## src/hdl/phong_point_light_shader_defines.svh

```systemverilog
// assertion helpers used by the shader queue
// both expect signals named clk and rst_n in the enclosing scope
`ifndef PHONG_POINT_LIGHT_SHADER_DEFINES_SVH
`define PHONG_POINT_LIGHT_SHADER_DEFINES_SVH

// same-cycle implication
`define PPLSH_ASSERT_IMP(lbl, ante, cons, msg) \
    lbl: assert property (@(posedge clk) disable iff (!rst_n) (ante) |-> (cons)) \
        else $error(msg);

// next-cycle implication
`define PPLSH_ASSERT_NXT(lbl, ante, cons, msg) \
    lbl: assert property (@(posedge clk) disable iff (!rst_n) (ante) |=> (cons)) \
        else $error(msg);

`endif

```

## src/hdl/pplsh_pkg.sv

```systemverilog
`timescale 1ns / 1ps
// ----------------------------------------------------------------------------
// pplsh_pkg
// shared constants, item type and fixed-point helpers of the phong shader
// ----------------------------------------------------------------------------
package pplsh_pkg;

    localparam int VEC_FRAC    = 14;
    localparam int DOT_SHIFT   = 2 * VEC_FRAC - 15;
    localparam int R_SHIFT     = 2 * VEC_FRAC;
    localparam int QUEUE_DEPTH = 4;
    localparam logic [15:0] Q15_ONE = 16'h8000;
    localparam logic [15:0] Q15_MAX = 16'hFFFF;

    // item handed from the geometry front to the colour back
    typedef struct packed {
        logic [47:0] diffuse_coef;
        logic [47:0] specular_coef;
        logic [47:0] light_intensity;
        logic [7:0]  shininess;
        logic [15:0] nl15;
        logic [15:0] rv15;
    } shade_item_t;

    // q1.15 multiply, round half up, saturate
    function automatic logic [15:0] q15_mul(input logic [15:0] a, input logic [15:0] b);
        logic [32:0] p;
        p = 33'(a) * 33'(b) + 33'h4000;
        if (p[32:15] > 18'(Q15_MAX))
            return Q15_MAX;
        return p[30:15];
    endfunction

    // clamp dot product at zero, round to q1.15, saturate
    function automatic logic [15:0] dot_to_q15(input logic signed [40:0] d);
        logic [41:0] t;
        logic [41:0] r;
        t = 42'(unsigned'(d)) + (42'd1 << (DOT_SHIFT - 1));
        r = t >> DOT_SHIFT;
        if (d <= 41'sd0)
            return 16'd0;
        if (r > 42'(Q15_MAX))
            return Q15_MAX;
        return r[15:0];
    endfunction

endpackage

```

## src/hdl/pplsh_queue.sv

```systemverilog
`timescale 1ns / 1ps
// ----------------------------------------------------------------------------
// pplsh_queue
// small fifo that decouples the geometry front from the colour back
// ----------------------------------------------------------------------------
`include "phong_point_light_shader_defines.svh"

module pplsh_queue #(
    parameter int DEPTH = pplsh_pkg::QUEUE_DEPTH
) (
    input  logic                   clk,
    input  logic                   rst_n,
    input  logic                   push,
    input  pplsh_pkg::shade_item_t push_data,
    output logic                   full,
    input  logic                   pop,
    output pplsh_pkg::shade_item_t pop_data,
    output logic                   empty
);

    localparam int PTR_W = (DEPTH > 1) ? $clog2(DEPTH) : 1;
    localparam int CNT_W = $clog2(DEPTH + 1);

    pplsh_pkg::shade_item_t mem [DEPTH];
    logic [PTR_W-1:0] wr_ptr_reg;
    logic [PTR_W-1:0] rd_ptr_reg;
    logic [CNT_W-1:0] count_reg;

    assign full     = (count_reg == CNT_W'(DEPTH));
    assign empty    = (count_reg == '0);
    assign pop_data = mem[rd_ptr_reg];

    // pointers and fill level
    always_ff @(posedge clk or negedge rst_n)
    begin
        if (!rst_n)
        begin
            wr_ptr_reg <= '0;
            rd_ptr_reg <= '0;
            count_reg  <= '0;
        end
        else
        begin
            if (push)
                wr_ptr_reg <= (wr_ptr_reg == PTR_W'(DEPTH - 1)) ? '0 : wr_ptr_reg + 1'b1;
            if (pop)
                rd_ptr_reg <= (rd_ptr_reg == PTR_W'(DEPTH - 1)) ? '0 : rd_ptr_reg + 1'b1;
            if (push && !pop)
                count_reg <= count_reg + 1'b1;
            else if (pop && !push)
                count_reg <= count_reg - 1'b1;
        end
    end

    // storage
    always_ff @(posedge clk)
    begin
        if (push)
            mem[wr_ptr_reg] <= push_data;
    end

    `PPLSH_ASSERT_IMP(a_no_overflow, push, !full, "queue written while full")
    `PPLSH_ASSERT_IMP(a_no_underflow, pop, !empty, "queue read while empty")
    `PPLSH_ASSERT_NXT(a_count_up, push && !pop, count_reg == CNT_W'($past(count_reg) + 1'b1), "fill level did not rise")

endmodule

```

## config.mk

```make
export PLATFORM = sky130hd
export DESIGN_NAME = pplsh_queue
export DESIGN_NICKNAME = d
export VERILOG_FILES = /design/src/hdl/pplsh_pkg.sv /design/src/hdl/pplsh_queue.sv
export VERILOG_INCLUDE_DIRS = /design/src /design/src/hdl
export SDC_FILE = /design/constraint.sdc
export NUM_CORES = 1
export LEC_CHECK = 0
export ABC_AREA = 1
export BUFFER_PORTS_ARGS = -buffer_cell sky130_fd_sc_hd__buf_2
export CORE_MARGIN = 3
export CORE_UTILIZATION = 35
export CTS_CLUSTER_SIZE = 16
export DETAILED_ROUTE_END_ITERATION = 8
export GPL_TIMING_DRIVEN = 1
export PLACE_DENSITY = 0.6
export SLEW_MARGIN = 0
export SYNTH_ARGS = -nofsm -noshare
export SYNTH_HDL_FRONTEND = slang
export SYNTH_SLANG_ARGS = --single-unit
```

## constraint.sdc

```tcl
create_clock -name clk -period 5.85 [get_ports clk]
set_input_delay 0.2925 -clock clk [delete_from_list [all_inputs] [get_ports clk]]
set_output_delay 0.2925 -clock clk [all_outputs]
set_load 0.005 [all_outputs]
```

Word-level counts from Yosys, hierarchy flattened
Memory sizes are Yosys's and may differ from the RTL's.
Index checks and enable logic that the tools add are counted.
W data, S select, Z words.
{ "word_totals": {"ff_bits": 7, "latch_bits": 0, "ram_bits": 736, "romBits": 0, "inputBits": 188, "memories": 1} }
{ "mem_list": {"columns": ["name", "words", "word_bits", "rd", "rd_ports_with_merged_regs", "write_ports", "line", "rtl"], "rows": [
  ["mem", 4, 184, 1, 0, 1, "pplsh_queue.sv:24", "pplsh_pkg::shade_item_t mem [DEPTH];"]
]} }
{ "op_classes": {"addsub": 4, "multipliers": 0, "div_mod_pow": 0, "order_cmp": 0, "eq_ne": 3, "shifts": 0, "muxes": 6, "bitwise": 0, "n_reduce_logical": 6} }
{ "op_table": {"columns": ["operator", "count"], "rows": [
  ["$mux W3", 2],
  ["$add A2 B1 Y2 const B", 2],
  ["$eq A2 B2 Y1 const B", 2],
  ["$mux W2", 2],
  ["$add A3 B1 Y3 const B", 1],
  ["$eq A3 B3 Y1 const B", 1],
  ["$logic_not A3 Y1", 1],
  ["$sub A3 B1 Y3 const B", 1],
  ["$logic_and A1 B1 Y1", 2],
  ["$logic_not A1 Y1", 2],
  ["$mux W1", 2],
  ["$reduce_bool A2 Y1", 1]
]} }

Logic depth before layout (Yosys ltp)
{ "depth": {"ltp_word": 4, "depth_mapped": 9, "depth_no_buf": 9} }

Worst setup path after synthesis
Ideal clock, no wire load.
{ "synth_path": {"path_type": "register to register", "start": "reg wr_ptr_reg[0]", "end": "mem mem[2][0] in the netlist's numbering (enable)", "setup_time_ns": 0.536, "t_arrival_ns": 4.194, "path_slack_ns": 1.120, "stages_incl_launch_ff": 5, "path_cell_list": "dfrtp_1 > inv_1 > ha_1 > nand2_1 > inv_1"} }
{ "synth_rtl": {"columns": ["element", "line", "rtl"], "rows": [
  ["start, declared", "pplsh_queue.sv:25", "logic [PTR_W-1:0] wr_ptr_reg;"],
  ["start signal, assigned", "pplsh_queue.sv:45", "wr_ptr_reg <= (wr_ptr_reg == PTR_W'(DEPTH - 1)) ? '0 : wr_ptr_reg + 1'b1;"],
  ["end, declared", "pplsh_queue.sv:24", null]
]} }
Straight into the memory's write port.

==> flow_summary.json <==
{
  "timing.final.ws_setup_ns": 2.26,
  "skew_ns": 0.0282,
  "die_area_um2": 88700,
  "synthCells": 2199,
  "routed_wl_um": 66300,
  "final_nets": 2928,
  "dr.pass1.iters": 5,
  "cellLeakagePower_nw": 14.7,
  "cp-end-kind": "output pin",
  "post_cts_resized": 0,
  "cts_buffer_depth": 3,
  "crit_path_max_fanout": 71,
  "clock.fmax_mhz": 278,
  "port_buffers": 373,
  "placed_area_um2": 32300,
  "grt_pass1_wl_um": 103000,
  "postCtsHoldBufs": 187,
  "slew-limit-headroom": 0.354,
  "clk_pin_slew_worst_paths_ns": 0.05,
  "syn-num-nets": 2394,
  "h-tree-depth": 3,
  "timing.setup.tns_ns": 0,
  "die_h_um": 298,
  "grt_antenna_before_repair": 2,
  "critPathLaunchType": "flop",
  "powerDensity_nw_per_um2": 463,
  "cts_sinks": 743,
  "setup_viol": 0,
  "routedWlPerCell_um": 16.8,
  "preCtsSetupSlack_ns": 2.86,
  "rsz0062_at_grt": "false",
  "fillers": 7508,
  "cts_setup_buffers": 0,
  "min_path_type": "in2async",
  "cts-root-buf": "clkbuf_16",
  "grt_overflow": 0,
  "yosys.cell_count.top_type": "edfxtp_1",
  "yosysWarnings": 0,
  "drv_slew": 0,
  "largest_register_ffs": 736,
  "reg2reg_from": "wr_ptr_reg[1]$_DFFE_PN0P_",
  "synth_top_area_cell": "edfxtp_1",
  "maxCapViolCount": 0,
  "via_count": 18300,
  "grt_usage": 0.147,
  "numCtsBuffers": 82,
  "ant_nets": 0,
  "timing.final.crit_period_ns": 3.59,
  "synth_edf_count": 736,
  "die_w_um": 298,
  "multi_input_area_um2": 5040,
  "arrival_ns": 3.30,
  "avgSynthCellArea_um2": 13.5,
  "syn_to_final_growth_pct": 23.9,
  "grt_start_max_net_pins": 241,
  "postSynth.asyncResetShare": 0.00942,
  "peakVddDrop_v": 0.000302,
  "start_util": 0.355,
  "critical_path_required_ns": 5.56,
  "drive_above_1_share": 0.184,
  "ys_top_cells_by_area": "edfxtp_1, o211ai_1, nand2_1, inv_1, buf_6",
  "critPathLaunch": "rd_ptr_reg[1]$_DFFE_PN0P_",
  "synthTopCellsByCount": "edfxtp_1, nand2_1, inv_1, o211ai_1, buf_6",
  "via_per_inst": 4.64,
  "period_share": 0.614,
  "path_class": "reg2out",
  "outcome": "finished, final reports clean",
  "drc_errors": 0,
  "ys_types": 20,
  "finish.instance_area_um2": 36900,
  "synth_flop_cell": "edfxtp_1",
  "rows": 106,
  "finalPower_mw": 17.1,
  "hold_violations": 0,
  "yosys_register_bits": 743,
  "cts_tree": "done",
  "finalWeightedCongestion": 0.783,
  "grt_pass1_vias": 18400,
  "core_um2": 84000,
  "synth_seq_area_share": 0.748,
  "synth_top_area_share": 0.742,
  "hpwl_um": 37200,
  "clkLatencyLatePin_ns": 0.63,
  "holdWs_ns": 0.0609,
  "worst_pin_slew_ns": 0.969,
  "seq_area_um2": 22300,
  "syn_area_um2": 29800,
  "io_pins": 374,
  "drt_iter0_markers": 1071
}
-- kinds of logic (layout without fill, tap and decap cells) --
kind of cell,after synthesis,in the layout,share of synthesized area
flops,743,743,0.748
simple gates,573,573,0.0724
buf+inv,503,1106,0.0830
compound gates,372,372,0.0934
fa+ha+maj,7,7,0.00319
xor+xnor,1,1,0.000294
other cells,0,1,0
-- layout by cell type, fill, tap and decap left out, drive strengths merged --
cell type,instances
buf,385
bufinv,11
clkbuf,96
clkinv,35
dfrtp,7
diode,1
dlygate4sd3,187
edfxtp,736
fa,1
ha,6
inv,392
nand2,567
nand3,1
nand4,1
nor2,2
nor3,2
o211ai,368
o21ai,4
xnor2,1
-- power breakdown --
group	internal [mW]	leakage [nW]	total (mW)	switching, mW
Combinational	1.63	6.52	4.79	3.16
Clock	3.10	1.36	5.20	2.10
Sequential	6.82	6.84	7.11	0.283
-- critical path, cell delays in order, from the launching register on --
cell      delay (ns)
dfrtp_4         0.82
inv_6           0.64
buf_4           0.60
o211ai_1        0.18
nand2_1         0.16
buf_2           0.14
-- path summary, 6_finish.rpt --
| kind | endpoint | slack, ns | cells after the start |
|---|---|---|---|
| min in group clk | mem[2][153]$_DFFE_PP_ | 0.42 | 2 |
| max | pop_data[139] | 2.26 | 5 |
| min reg2reg | count_reg[2]$_DFFE_PN0P_ | 0.52 | 2 |
| max in group asynchronous | rd_ptr_reg[1]$_DFFE_PN0P_ | 5.62 | 2 |
| max reg2reg | mem[1][117]$_DFFE_PP_ | 3.26 | 5 |
| min | wr_ptr_reg[0]$_DFFE_PN0P_ | 0.06 | 2 |
-- through the flow --
step	util	cells
after floorplan	-	2199
after global placement	0.384	3596
after detailed placement	0.384	3596
after CTS	0.440	3936
after global routing	0.440	3937
final	0.440	3937
-- cell type report --
class | instances | share of cell area
repair buffers | 572 | 0.106
clock inverters | 57 | 0.0178
multi-input cells | 953 | 0.137
well taps | 1134 | 0.0384
flip-flops and latches | 743 | 0.604
clock buffers | 96 | 0.0570
diodes | 1 | 0.0000678
inverters | 381 | 0.0401
-- per-layer routing --
metal | global-route usage | wire length [um]
met2 | 0.250 | 31900
met3 | 0.0310 | 4220
met4 | 0.0468 | 1720
met1 | 0.187 | 28500
met5 | 0 | 13
Note: power is estimated with default switching activity, not from simulation.
